File: config.mk
export PLATFORM = sky130hd
export DESIGN_NAME = timestamp_nearest_match_queues
export DESIGN_NICKNAME = d
export VERILOG_FILES = /design/src/tnmq_pkg.sv /design/src/tnmq_ram.sv /design/src/timestamp_nearest_match_queues.sv
export SDC_FILE = /design/constraint.sdc
export NUM_CORES = 2
export LEC_CHECK = 0
export BUFFER_PORTS_ARGS = -buffer_cell sky130_fd_sc_hd__buf_2
export CAP_MARGIN = 20
export CORE_MARGIN = 2
export CORE_UTILIZATION = 34
export CTS_CLUSTER_SIZE = 20
export DETAILED_ROUTE_END_ITERATION = 16
export PLACE_DENSITY = 0.5
export SLEW_MARGIN = 20
export SYNTH_ARGS = -nofsm -noshare
export SYNTH_HDL_FRONTEND = slang
export SYNTH_HIERARCHICAL = 1
export SYNTH_SLANG_ARGS = --single-unit
File: constraint.sdc
create_clock -name clk -period 23.8 [get_ports clk]
set_input_delay 2.38 -clock clk [delete_from_list [all_inputs] [get_ports clk]]
set_output_delay 2.38 -clock clk [all_outputs]
set_load 0.02 [all_outputs]
File: src/tnmq_pkg.sv
// Shared constants and types for the timestamp match queues
`default_nettype none

package tnmq_pkg;

    localparam int STAMP_W = 63;
    localparam int TAG_W = 16;
    localparam int DELTA_W = 16;
    localparam int AGE_W = 36;
    localparam int LIMIT_W = 36;
    localparam int NS_PER_MS_W = 20;
    localparam int ENTRY_W = STAMP_W + TAG_W;
    localparam int QUEUE_DEPTH_DEF = 16;

    localparam logic [NS_PER_MS_W-1:0] NS_PER_MS = 20'd1000000;
    localparam logic [LIMIT_W-1:0] LIMIT_RST = 36'd100000000;
    localparam logic [AGE_W-1:0] MAX_AGE_RST = 36'd1000000000;

    localparam int CFG_IDX_W = 1;
    localparam int CFG_DATA_W = AGE_W;
    localparam logic [CFG_IDX_W-1:0] CFG_MAX_DELTA = 1'b0;
    localparam logic [CFG_IDX_W-1:0] CFG_MAX_AGE = 1'b1;

    localparam logic [1:0] FUNC_PUSH_DET = 2'd0;
    localparam logic [1:0] FUNC_PUSH_REF = 2'd1;
    localparam logic [1:0] FUNC_SYNC = 2'd2;
    localparam logic [1:0] FUNC_SET_CAM = 2'd3;

    localparam logic [1:0] STAT_ACCEPTED = 2'd0;
    localparam logic [1:0] STAT_DROPPED = 2'd1;
    localparam logic [1:0] STAT_MATCH = 2'd2;
    localparam logic [1:0] STAT_NO_MATCH = 2'd3;

    typedef struct packed {
        logic [TAG_W-1:0]   tag;
        logic [STAMP_W-1:0] stamp;
    } entry_t;

endpackage

`default_nettype wire

File: src/tnmq_ram.sv
// Generic simple dual-port RAM with registered read
`default_nettype none

module tnmq_ram #(
    parameter int WIDTH = tnmq_pkg::ENTRY_W,
    parameter int DEPTH = tnmq_pkg::QUEUE_DEPTH_DEF
) (
    input  wire logic                     clk,
    input  wire logic                     we,
    input  wire logic [$clog2(DEPTH)-1:0] waddr,
    input  wire logic [WIDTH-1:0]         wdata,
    input  wire logic [$clog2(DEPTH)-1:0] raddr,
    output logic      [WIDTH-1:0]         rdata
);

    logic [WIDTH-1:0] mem [DEPTH];

    always_ff @(posedge clk)
    begin
        if (we)
        begin
            mem[waddr] <= wdata;
        end
        rdata <= mem[raddr];
    end

endmodule

`default_nettype wire

File: src/timestamp_nearest_match_queues.sv
// Top level: detection and reference timestamp queues with nearest-match sync
//
// Usage: one request channel (in_valid/in_ready) carries func, event_stamp,
// entry_tag and camera_on; one result channel (out_valid/out_ready) returns
// exactly one result per request. Configuration is a plain write port
// (cfg_we, cfg_index, cfg_data); index 0 is max_delta_ms, index 1 max_age_ns.
// Pushes, camera mode requests and sync ticks rejected up front go from the
// execute state straight to the output register. A full sync tick prunes
// stale detections, then stale references, one entry at a time through the
// single shared age check, then scans the reference queue: the queue RAM read
// port and the gap unit walk one entry per cycle. A tick that
// prunes a queue empty skips the scan. in_ready is high only while the
// sequencer is idle, so no request is taken while another is in progress.
// A finished result sits in the output register; the next request is taken
// meanwhile and its result waits until out_ready frees that register.
// Reset empties both queues, turns camera mode off and restores the
// configuration defaults (100 ms, 1 s). Queue RAM contents are not cleared.
`default_nettype none

module timestamp_nearest_match_queues #(
    parameter int QUEUE_DEPTH = tnmq_pkg::QUEUE_DEPTH_DEF
) (
    input  wire logic                                  clk,
    input  wire logic                                  rst_n,
    input  wire logic                                  cfg_we,
    input  wire logic [tnmq_pkg::CFG_IDX_W-1:0]        cfg_index,
    input  wire logic [tnmq_pkg::CFG_DATA_W-1:0]       cfg_data,
    input  wire logic                                  in_valid,
    output logic                                       in_ready,
    input  wire logic [1:0]                            func,
    input  wire logic [tnmq_pkg::STAMP_W-1:0]          event_stamp,
    input  wire logic [tnmq_pkg::TAG_W-1:0]            entry_tag,
    input  wire logic                                  camera_on,
    output logic                                       out_valid,
    input  wire logic                                  out_ready,
    output logic [1:0]                                 status,
    output logic [tnmq_pkg::TAG_W-1:0]                 detected_tag,
    output logic [tnmq_pkg::TAG_W-1:0]                 reference_tag,
    output logic [tnmq_pkg::STAMP_W-1:0]               detected_time,
    output logic [tnmq_pkg::STAMP_W-1:0]               reference_time,
    output logic [tnmq_pkg::STAMP_W-1:0]               match_gap_ns,
    output logic [$clog2(QUEUE_DEPTH+1)-1:0]           detection_count,
    output logic [$clog2(QUEUE_DEPTH+1)-1:0]           reference_count
);

    localparam int PTR_W = $clog2(QUEUE_DEPTH);
    localparam int CNT_W = $clog2(QUEUE_DEPTH + 1);
    localparam int SW = tnmq_pkg::STAMP_W;
    localparam int TW = tnmq_pkg::TAG_W;
    localparam logic [CNT_W-1:0] FULL = CNT_W'(QUEUE_DEPTH);
    localparam logic [CNT_W-1:0] ONE = CNT_W'(1);

    localparam logic [3:0] S_IDLE = 4'd0;
    localparam logic [3:0] S_EXEC = 4'd1;
    localparam logic [3:0] S_DPR_RD = 4'd2;
    localparam logic [3:0] S_DPR_CHK = 4'd3;
    localparam logic [3:0] S_RPR_RD = 4'd4;
    localparam logic [3:0] S_RPR_CHK = 4'd5;
    localparam logic [3:0] S_SCAN = 4'd6;
    localparam logic [3:0] S_MATCH = 4'd7;

    function automatic logic [PTR_W-1:0] wrap_add(input logic [PTR_W-1:0] base,
                                                  input logic [CNT_W-1:0] off);
        logic [CNT_W:0] s;
        s = (CNT_W+1)'(base) + (CNT_W+1)'(off);
        if (s >= (CNT_W+1)'(QUEUE_DEPTH))
        begin
            s = s - (CNT_W+1)'(QUEUE_DEPTH);
        end
        return s[PTR_W-1:0];
    endfunction

    // control state
    logic [3:0]                   state_reg, state_next;
    logic                         camera_mode_reg, camera_mode_next;
    logic [PTR_W-1:0]             det_head_reg, det_head_next;
    logic [CNT_W-1:0]             det_fill_reg, det_fill_next;
    logic [PTR_W-1:0]             ref_head_reg, ref_head_next;
    logic [CNT_W-1:0]             ref_fill_reg, ref_fill_next;
    logic [tnmq_pkg::LIMIT_W-1:0] limit_reg;
    logic [tnmq_pkg::AGE_W-1:0]   max_age_reg;
    logic [CNT_W-1:0]             issue_idx_reg, issue_idx_next;
    logic                         rd_vld_reg, rd_vld_next;
    logic                         gap_vld_reg;
    logic                         out_valid_reg, out_valid_next;

    // payload
    logic [1:0]                   func_reg;
    logic [SW-1:0]                stamp_reg;
    logic [TW-1:0]                tag_reg;
    logic                         cam_reg;
    logic [SW-1:0]                det_last_stamp_reg, det_last_stamp_next;
    logic [TW-1:0]                det_last_tag_reg, det_last_tag_next;
    logic [SW-1:0]                ref_last_stamp_reg, ref_last_stamp_next;
    logic [CNT_W-1:0]             rd_idx_reg, rd_idx_next;
    logic [CNT_W-1:0]             gap_idx_reg;
    logic [SW-1:0]                gap_reg;
    tnmq_pkg::entry_t             gap_entry_reg;
    logic [SW-1:0]                best_gap_reg, best_gap_next;
    logic [CNT_W-1:0]             best_idx_reg, best_idx_next;
    tnmq_pkg::entry_t             best_entry_reg, best_entry_next;
    logic [1:0]                   status_reg, status_next;
    logic [TW-1:0]                dtag_reg, dtag_next;
    logic [TW-1:0]                rtag_reg, rtag_next;
    logic [SW-1:0]                dtime_reg, dtime_next;
    logic [SW-1:0]                rtime_reg, rtime_next;
    logic [SW-1:0]                mgap_reg, mgap_next;
    logic [CNT_W-1:0]             dcnt_reg, dcnt_next;
    logic [CNT_W-1:0]             rcnt_reg, rcnt_next;

    // memories
    logic                         det_we, ref_we;
    logic [PTR_W-1:0]             det_waddr, ref_waddr;
    logic [PTR_W-1:0]             det_raddr, ref_raddr;
    tnmq_pkg::entry_t             wr_entry;
    tnmq_pkg::entry_t             det_rdata, ref_rdata;

    // shared prune and gap units
    tnmq_pkg::entry_t             prune_entry;
    logic [SW-1:0]                age_diff;
    logic                         stale;
    logic [SW:0]                  gap_up, gap_dn;
    logic [SW-1:0]                gap_calc;
    logic                         out_free;
    logic                         in_fire;

    assign in_ready = (state_reg == S_IDLE);
    assign in_fire = in_valid && in_ready;
    assign out_free = !out_valid_reg || out_ready;
    assign wr_entry = '{tag: tag_reg, stamp: stamp_reg};

    tnmq_ram #(
        .WIDTH(tnmq_pkg::ENTRY_W),
        .DEPTH(QUEUE_DEPTH)
    ) u_det_ram (
        .clk  (clk),
        .we   (det_we),
        .waddr(det_waddr),
        .wdata(wr_entry),
        .raddr(det_raddr),
        .rdata(det_rdata)
    );

    tnmq_ram #(
        .WIDTH(tnmq_pkg::ENTRY_W),
        .DEPTH(QUEUE_DEPTH)
    ) u_ref_ram (
        .clk  (clk),
        .we   (ref_we),
        .waddr(ref_waddr),
        .wdata(wr_entry),
        .raddr(ref_raddr),
        .rdata(ref_rdata)
    );

    // age check against the tick time, shared by both queues
    always_comb
    begin
        prune_entry = (state_reg == S_DPR_CHK) ? det_rdata : ref_rdata;
        age_diff = stamp_reg - prune_entry.stamp;
        stale = (stamp_reg > prune_entry.stamp) &&
                (age_diff > SW'(max_age_reg));
    end

    // absolute stamp distance to the newest detection
    always_comb
    begin
        gap_up = {1'b0, ref_rdata.stamp} - {1'b0, det_last_stamp_reg};
        gap_dn = {1'b0, det_last_stamp_reg} - {1'b0, ref_rdata.stamp};
        gap_calc = gap_up[SW] ? gap_dn[SW-1:0] : gap_up[SW-1:0];
    end

    always_comb
    begin
        state_next = state_reg;
        camera_mode_next = camera_mode_reg;
        det_head_next = det_head_reg;
        det_fill_next = det_fill_reg;
        ref_head_next = ref_head_reg;
        ref_fill_next = ref_fill_reg;
        det_last_stamp_next = det_last_stamp_reg;
        det_last_tag_next = det_last_tag_reg;
        ref_last_stamp_next = ref_last_stamp_reg;
        issue_idx_next = issue_idx_reg;
        rd_vld_next = 1'b0;
        rd_idx_next = rd_idx_reg;
        best_gap_next = best_gap_reg;
        best_idx_next = best_idx_reg;
        best_entry_next = best_entry_reg;
        det_we = 1'b0;
        ref_we = 1'b0;
        det_waddr = det_head_reg;
        ref_waddr = ref_head_reg;
        det_raddr = det_head_reg;
        ref_raddr = ref_head_reg;
        out_valid_next = out_valid_reg && !out_ready;
        status_next = status_reg;
        dtag_next = dtag_reg;
        rtag_next = rtag_reg;
        dtime_next = dtime_reg;
        rtime_next = rtime_reg;
        mgap_next = mgap_reg;
        dcnt_next = dcnt_reg;
        rcnt_next = rcnt_reg;

        case (state_reg)
            S_IDLE:
            begin
                if (in_fire)
                begin
                    state_next = S_EXEC;
                end
            end

            S_EXEC:
            begin
                if (func_reg == tnmq_pkg::FUNC_SYNC && camera_mode_reg &&
                    det_fill_reg != '0 && ref_fill_reg != '0)
                begin
                    state_next = S_DPR_RD;
                end
                else if (out_free)
                begin
                    status_next = tnmq_pkg::STAT_ACCEPTED;
                    case (func_reg)
                        tnmq_pkg::FUNC_PUSH_DET:
                        begin
                            if (camera_mode_reg && (det_fill_reg == '0 ||
                                stamp_reg > det_last_stamp_reg))
                            begin
                                det_we = 1'b1;
                                det_last_stamp_next = stamp_reg;
                                det_last_tag_next = tag_reg;
                                if (det_fill_reg == FULL)
                                begin
                                    det_waddr = det_head_reg;
                                    det_head_next = wrap_add(det_head_reg, ONE);
                                end
                                else
                                begin
                                    det_waddr = wrap_add(det_head_reg, det_fill_reg);
                                    det_fill_next = det_fill_reg + ONE;
                                end
                            end
                            else
                            begin
                                status_next = tnmq_pkg::STAT_DROPPED;
                            end
                        end
                        tnmq_pkg::FUNC_PUSH_REF:
                        begin
                            if (ref_fill_reg == '0 || stamp_reg > ref_last_stamp_reg)
                            begin
                                ref_we = 1'b1;
                                ref_last_stamp_next = stamp_reg;
                                if (ref_fill_reg == FULL)
                                begin
                                    ref_waddr = ref_head_reg;
                                    ref_head_next = wrap_add(ref_head_reg, ONE);
                                end
                                else
                                begin
                                    ref_waddr = wrap_add(ref_head_reg, ref_fill_reg);
                                    ref_fill_next = ref_fill_reg + ONE;
                                end
                            end
                            else
                            begin
                                status_next = tnmq_pkg::STAT_DROPPED;
                            end
                        end
                        tnmq_pkg::FUNC_SYNC:
                        begin
                            status_next = tnmq_pkg::STAT_NO_MATCH;
                        end
                        default:
                        begin
                            camera_mode_next = cam_reg;
                            if (!cam_reg)
                            begin
                                det_head_next = '0;
                                det_fill_next = '0;
                                ref_head_next = '0;
                                ref_fill_next = '0;
                            end
                        end
                    endcase
                    out_valid_next = 1'b1;
                    dtag_next = '0;
                    rtag_next = '0;
                    dtime_next = '0;
                    rtime_next = '0;
                    mgap_next = '0;
                    dcnt_next = det_fill_next;
                    rcnt_next = ref_fill_next;
                    state_next = S_IDLE;
                end
            end

            S_DPR_RD:
            begin
                state_next = S_DPR_CHK;
            end

            S_DPR_CHK:
            begin
                if (stale)
                begin
                    det_head_next = wrap_add(det_head_reg, ONE);
                    det_fill_next = det_fill_reg - ONE;
                    state_next = (det_fill_reg == ONE) ? S_RPR_RD : S_DPR_RD;
                end
                else
                begin
                    state_next = S_RPR_RD;
                end
            end

            S_RPR_RD:
            begin
                state_next = S_RPR_CHK;
            end

            S_RPR_CHK:
            begin
                issue_idx_next = '0;
                if (stale)
                begin
                    ref_head_next = wrap_add(ref_head_reg, ONE);
                    ref_fill_next = ref_fill_reg - ONE;
                    state_next = (ref_fill_reg == ONE) ? S_MATCH : S_RPR_RD;
                end
                else
                begin
                    state_next = (det_fill_reg != '0) ? S_SCAN : S_MATCH;
                end
            end

            S_SCAN:
            begin
                // issue one read a cycle; compare once the RAM output and gap registers hold it
                if (issue_idx_reg < ref_fill_reg)
                begin
                    ref_raddr = wrap_add(ref_head_reg, issue_idx_reg);
                    rd_vld_next = 1'b1;
                    rd_idx_next = issue_idx_reg;
                    issue_idx_next = issue_idx_reg + ONE;
                end
                if (gap_vld_reg)
                begin
                    if (gap_idx_reg == '0 || gap_reg < best_gap_reg)
                    begin
                        best_gap_next = gap_reg;
                        best_idx_next = gap_idx_reg;
                        best_entry_next = gap_entry_reg;
                    end
                    if (gap_idx_reg == ref_fill_reg - ONE)
                    begin
                        state_next = S_MATCH;
                    end
                end
            end

            S_MATCH:
            begin
                if (out_free)
                begin
                    status_next = tnmq_pkg::STAT_NO_MATCH;
                    dtag_next = '0;
                    rtag_next = '0;
                    dtime_next = '0;
                    rtime_next = '0;
                    mgap_next = '0;
                    if (det_fill_reg != '0 && ref_fill_reg != '0 &&
                        best_gap_reg <= SW'(limit_reg))
                    begin
                        status_next = tnmq_pkg::STAT_MATCH;
                        dtag_next = det_last_tag_reg;
                        rtag_next = best_entry_reg.tag;
                        dtime_next = det_last_stamp_reg;
                        rtime_next = best_entry_reg.stamp;
                        mgap_next = best_gap_reg;
                        ref_head_next = wrap_add(ref_head_reg, best_idx_reg + ONE);
                        ref_fill_next = ref_fill_reg - best_idx_reg - ONE;
                    end
                    out_valid_next = 1'b1;
                    dcnt_next = det_fill_next;
                    rcnt_next = ref_fill_next;
                    state_next = S_IDLE;
                end
            end

            default:
            begin
                state_next = S_IDLE;
            end
        endcase
    end

    always_ff @(posedge clk or negedge rst_n)
    begin
        if (!rst_n)
        begin
            state_reg <= S_IDLE;
            camera_mode_reg <= 1'b0;
            det_head_reg <= '0;
            det_fill_reg <= '0;
            ref_head_reg <= '0;
            ref_fill_reg <= '0;
            issue_idx_reg <= '0;
            rd_vld_reg <= 1'b0;
            gap_vld_reg <= 1'b0;
            out_valid_reg <= 1'b0;
            limit_reg <= tnmq_pkg::LIMIT_RST;
            max_age_reg <= tnmq_pkg::MAX_AGE_RST;
        end
        else
        begin
            state_reg <= state_next;
            camera_mode_reg <= camera_mode_next;
            det_head_reg <= det_head_next;
            det_fill_reg <= det_fill_next;
            ref_head_reg <= ref_head_next;
            ref_fill_reg <= ref_fill_next;
            issue_idx_reg <= issue_idx_next;
            rd_vld_reg <= rd_vld_next;
            gap_vld_reg <= rd_vld_reg;
            out_valid_reg <= out_valid_next;
            if (cfg_we)
            begin
                case (cfg_index)
                    tnmq_pkg::CFG_MAX_DELTA:
                    begin
                        limit_reg <= tnmq_pkg::LIMIT_W'(cfg_data[tnmq_pkg::DELTA_W-1:0]) *
                                     tnmq_pkg::LIMIT_W'(tnmq_pkg::NS_PER_MS);
                    end
                    tnmq_pkg::CFG_MAX_AGE:
                    begin
                        max_age_reg <= cfg_data;
                    end
                    default:
                    begin
                        max_age_reg <= max_age_reg;
                    end
                endcase
            end
        end
    end

    always_ff @(posedge clk)
    begin
        if (in_fire)
        begin
            func_reg <= func;
            stamp_reg <= event_stamp;
            tag_reg <= entry_tag;
            cam_reg <= camera_on;
        end
        det_last_stamp_reg <= det_last_stamp_next;
        det_last_tag_reg <= det_last_tag_next;
        ref_last_stamp_reg <= ref_last_stamp_next;
        rd_idx_reg <= rd_idx_next;
        gap_idx_reg <= rd_idx_reg;
        gap_reg <= gap_calc;
        gap_entry_reg <= ref_rdata;
        best_gap_reg <= best_gap_next;
        best_idx_reg <= best_idx_next;
        best_entry_reg <= best_entry_next;
        status_reg <= status_next;
        dtag_reg <= dtag_next;
        rtag_reg <= rtag_next;
        dtime_reg <= dtime_next;
        rtime_reg <= rtime_next;
        mgap_reg <= mgap_next;
        dcnt_reg <= dcnt_next;
        rcnt_reg <= rcnt_next;
    end

    assign out_valid = out_valid_reg;
    assign status = status_reg;
    assign detected_tag = dtag_reg;
    assign reference_tag = rtag_reg;
    assign detected_time = dtime_reg;
    assign reference_time = rtime_reg;
    assign match_gap_ns = mgap_reg;
    assign detection_count = dcnt_reg;
    assign reference_count = rcnt_reg;

endmodule

`default_nettype wire

; ---- Yosys cells after proc, flatten, opt, wreduce, memory -nomap -nowiden
; Memories as Yosys holds them, arrays and structs flattened. A register that Yosys moved wholly into a read port is not among the register bits.
; Cells that the tools add are included.
[op_classes]
n_mux = 119
magnitude_cmp = 13
eq_ne = 32
mul = 1
bitwise = 3
addsub = 23
n_reduce_logical = 43
[op_table]
columns = op, n
row1 = $mux W63, 10
row2 = $pmux W63 S2, 3
row3 = $gt A63 B63 Y1, 3
row4 = $mux W4, 38
row5 = $sub A63 B63 Y63, 2
row6 = $mux W16, 6
row7 = $mux W5, 16
row8 = $pmux W16 S2, 2
row9 = $sub A63 B63 Y64, 1
row10 = $gt A63 B36 Y1, 1
row11 = $le A63 B36 Y1, 1
row12 = $lt A63 B63 Y1, 1
row13 = $pmux W5 S2, 6
row14 = $pmux W4 S8, 1
row15 = $mul A16 B14 Y30 const B, 1
row16 = $add A4 B5 Y6, 4
row17 = $ge A6 B5 Y1 const B, 4
row18 = $pmux W4 S2, 3
row19 = $sub A4 B1 Y4 const B, 6
row20 = $mux W1, 22
row21 = $ne A2 B2 Y1 const B, 11
row22 = $add A5 B1 Y5 const B, 4
row23 = $ne A3 B3 Y1 const B, 6
row24 = $eq A4 B3 Y1 const B, 4
row25 = other kinds (38), 78
[word_totals]
n_memories = 2
ff_bits = 853
wordCells = 272
inputBits = 124
mem_bits_rw = 2528
output_inout_bits = 235
[mem_list]
columns = memory, words, width, read_ports, rd_clocked_by_memory_dff, write_ports, line_no
row1 = u_det_ram.mem, 16, 79, 1, 1, 1, tnmq_ram.sv:16  ; logic [WIDTH-1:0] mem [DEPTH];
row2 = u_ref_ram.mem, 16, 79, 1, 1, 1, tnmq_ram.sv:16

; ---- Depth between registers and ports, before layout
[logic_depth]
depth_word = 10
ltp_mapped = 34
ltp_nobuf = 31

; ---- Hierarchy
; The synthesis kept the hierarchy.
[by_module_without_submodules]
columns = module, cells_each, seq_area_each_um2, instances, area_per_inst_um2
row1 = timestamp_nearest_match_queues, 4743, 23689.0, 1, 50716.1
row2 = tnmq_ram (u_ref_ram), 2028, 39537.9, 1, 48883.1
row3 = tnmq_ram (u_det_ram), 2028, 39537.9, 1, 48881.9

; ---- Worst setup path after synthesis
; Ideal clock, no wire load.
[synth_timing]
path_type = input-to-reg
from = input out_ready
to = memory u_det_ram/mem[0][0] in the netlist's numbering (enable)
arrival_time_ps = 15025
slack_ps = 8162
n_path_buf = 0
t_required_ps = 23187
setup_time_ps = 613
path_stages = 8
cell_sequence = nor2b_1 nor2_1 nand2_1 nor3_1 and2_1 mux2_2 or3b_1 nor3_1
[synth_between]
elab_cells_between_ends = 9
cone_classes = mux: 8 / reduce/logical: 1
[synth_lines]
columns = element, line_no
row1 = start: declaration, timestamp_nearest_match_queues.sv:35  ; input wire logic out_ready,
row2 = $logic_or A1 B1 Y1, timestamp_nearest_match_queues.sv:129  ; assign out_free = !out_valid_reg || out_ready;
row3 = $mux W4, timestamp_nearest_match_queues.sv:222  ; else if (out_free)
row4 = $mux W4, timestamp_nearest_match_queues.sv:217  ; if (func_reg == tnmq_pkg::FUNC_SYNC && camera_mode_reg &&
row5 = $mux W4, timestamp_nearest_match_queues.sv:206  ; case (state_reg)
row6 = net det_waddr[2], timestamp_nearest_match_queues.sv:113  ; logic [PTR_W-1:0] det_waddr, ref_waddr;
row7 = end: declaration, tnmq_ram.sv:16
; The timed path passes the listed nets, and every way through them passes these cells.

; ---- Worst setup path after layout
[layout_timing]
from = register state_reg[1]
to = register ref_head_reg[0]
[layout_between]
elab_chain_len = 7
elab_cells_between_ends = 21
cone_classes = add/sub: 1 / order compare: 2 / eq/ne: 13 / mux: 2 / reduce/logical: 3
[layout_rtl]
columns = element, line_no
row1 = start: declaration, timestamp_nearest_match_queues.sv:74  ; logic [3:0] state_reg, state_next;
row2 = start signal: assignment, timestamp_nearest_match_queues.sv:419  ; state_reg <= state_next;
row3 = $eq A4 B2 Y1, timestamp_nearest_match_queues.sv:159  ; prune_entry = (state_reg == S_DPR_CHK) ? det_rdata : ref_rdata;
row4 = $mux W63, timestamp_nearest_match_queues.sv:159
row5 = $sub A63 B63 Y63, timestamp_nearest_match_queues.sv:160  ; age_diff = stamp_reg - prune_entry.stamp;
row6 = $gt A63 B36 Y1, timestamp_nearest_match_queues.sv:162  ; (age_diff > SW'(max_age_reg));
row7 = $logic_and A1 B1 Y1, timestamp_nearest_match_queues.sv:161  ; stale = (stamp_reg > prune_entry.stamp) &&
row8 = $ne A2 B2 Y1 (no source line), --
row9 = $reduce_and A10 Y1 (no source line), --
row10 = end signal: assignment, timestamp_nearest_match_queues.sv:423  ; ref_head_reg <= ref_head_next;
row11 = end: declaration, timestamp_nearest_match_queues.sv:78  ; logic [PTR_W-1:0] ref_head_reg, ref_head_next;
; Parallel ways exist; a longest one is shown, timed or not.
; A chain may end at the register's enable or synchronous reset.

==> impl_metrics.json <==
{
  "top_regs": "u_ref_ram/mem x1264, u_det_ram/mem x1008",
  "final_hold_viol_count": 0,
  "rsz0062_at_grt": "no",
  "max_freq_mhz": 101,
  "period_needed_ns": 9.92,
  "yosysWarningCount": 6,
  "postCtsHoldBufs": 0,
  "grt_max_degree": 103,
  "p_leak_nw": 56.6,
  "placed_area_mm2": 0.148,
  "post_drt_wl_per_cell_um": 30.7,
  "fin_nets": 9815,
  "required_ns": 24.65,
  "rrSetupSlack_ns": 13.88,
  "placementRows": 234,
  "arrival_ns": 10.78,
  "grt_pass1_vias": 81200,
  "die_area_mm2": 0.413,
  "core_mm2": 0.406,
  "power.total_mw": 15.9,
  "min_path_type": "reg -> reg",
  "cts.path.max_buffers": 4,
  "cpPeakStageDelay_ns": 0.71,
  "htree_levels": 5,
  "avgSynthCellArea_um2": 16.5,
  "slew_violations": 0,
  "regMostFlops": "u_ref_ram/mem",
  "holdWs_ns": 0.326,
  "synthCells": 8403,
  "relSlewSlack": 0.249,
  "drtPass1Iterations": 7,
  "slowest_stage": "dfrtp_1",
  "nFillCells": 37200,
  "largest_reg_flops": 1264,
  "hpwl_um": 302000,
  "routed_via_density": 5.39,
  "grt_pass1_wl_um": 634000,
  "finalCritPeriodShare": 0.417,
  "status": "completed",
  "drc_errors": 0,
  "setup_viol": 0,
  "design_area_mm2": 0.160,
  "io_pins": 359,
  "cts.sinks": 3267,
  "drive_gt1_frac": 0.202,
  "grt.total_usage": 0.216,
  "die_x_um": 643,
  "critical_path_class": "reg -> reg",
  "r2r_cells": 29,
  "worstReg2RegStart": "state_reg[1]",
  "clock_latency_ns": 0.99,
  "tns_ns": 0,
  "r2r-end": "ref_head_reg[0]",
  "synth_area_mm2": 0.139,
  "ant_nets": 0,
  "ctsResizeCount": 0,
  "area_growth_pct": 15.4,
  "endpoint": "ref_head_reg[0]",
  "power.density_mw_per_mm2": 99.4,
  "path_max_fanout": 35,
  "antenna_found_initial": 54,
  "crit_start": "state_reg[1]",
  "end_kind": "register",
  "worst_pin_slew_ns": 1.13,
  "gr-total-overflow": 0,
  "post-cts-setup-buffers": 0,
  "initial_core_util": 0.341,
  "fin_skew_ns": 0.0904,
  "wl_um": 455000,
  "cts_tree": "yes",
  "io_buffers": 358,
  "chipHeight_um": 643,
  "crit_path_start_kind": "register",
  "gp_congestion": 0.934,
  "path_clk_slew_ns": 0.06,
  "cts-root-buf": "clkbuf_16",
  "final_util": 0.394,
  "cts_buffers": 357,
  "max-cap-violations": 0,
  "drtIter0Drc": 8001,
  "ir_worst_vdd_mv": 0.0586,
  "dr_total_vias": 79800
}
-- area by class of cell --
class | count | area, µm² | share of cell area
Clock buffer | 512 | 10100 | 0.0634
Sequential cell | 3267 | 94800 | 0.592
Multi-Input combinational cell | 4358 | 40900 | 0.256
Clock inverter | 151 | 1780 | 0.0111
Tap cell | 5428 | 6790 | 0.0425
Antenna cell | 16 | 40.0 | 0.000250
Timing Repair Buffer | 601 | 3810 | 0.0238
Inverter | 461 | 1730 | 0.0108
-- critical path, delay by kind of cell (launching register included) --
family          cells  cell delay [ns]
simple gates        9             2.81
compound gates     14             4.02
fa+ha+maj           3             0.97
buf+inv             1             0.65
xor+xnor            1             0.16
flops               1             0.71
mux                 1             0.35
-- per-stage QoR --
| stage | instances | setup slack (ns) |
|---|---|---|
| final | 14800 | 13.88 |
| after global routing | 14800 | 13.61 |
| after CTS | 14800 | 14.12 |
| after detailed placement | 14100 | 14.15 |
| after global placement | 14100 | 14.23 |
| after floorplan | 8430 | 8.69 |
-- worst min-delay path by stage --
stage | startpoint | to | slack, ns | depth (start not counted)
5_1_grt | u_ref_ram/rdata[71] | gap_entry_reg[71] | 0.33 | 0
3_5_place_dp | u_ref_ram/rdata[64] | gap_entry_reg[64] | 0.31 | 0
2_1_floorplan | u_ref_ram/rdata[63] | gap_entry_reg[63] | 0.31 | 0
6_report | u_ref_ram/rdata[71] | gap_entry_reg[71] | 0.33 | 0
4_1_cts | u_ref_ram/rdata[71] | gap_entry_reg[71] | 0.33 | 0
3_3_place_gp | u_ref_ram/rdata[78] | gap_entry_reg[78] | 0.32 | 0
-- layout by cell type (no fill, tap or decap), types with 31 or more instances in the layout --
cell type	n
dfxtp_1	289
buf_4	229
ha_1	582
and2_1	109
nor3_1	161
buf_2	357
o21bai_1	74
nand2b_1	42
clkbuf_8	47
xnor2_1	104
a21oi_1	407
a22oi_1	286
a21o_1	181
o211ai_1	35
dfrtp_1	70
mux2_2	53
clkinv_2	50
edfxtp_1	2881
o21ai_0	254
inv_1	458
nand3_1	57
fa_1	63
nor2_1	220
nand4_1	121
mux4_2	568
nor2b_1	31
mux2i_1	111
xor2_1	54
nand2_1	402
clkbuf_16	364
clkbuf_1	100
-- power breakdown --
part           switching (mW)  total (mW)  internal (mW)
Clock                    2.34        5.60           3.27
Sequential              0.302        6.80           6.49
Combinational            2.09        3.50           1.41
Total                    4.73        15.9           11.2
-- per-layer routing --
metal  up-vias  track usage  wire (µm)
met3       553       0.0272      25300
met4         2       0.0567      12800
met5         -            0         13
met1     42300        0.305     203000
met2      2773        0.352     214000
li1      34200            -          -
(Power assumes the default switching activity.)
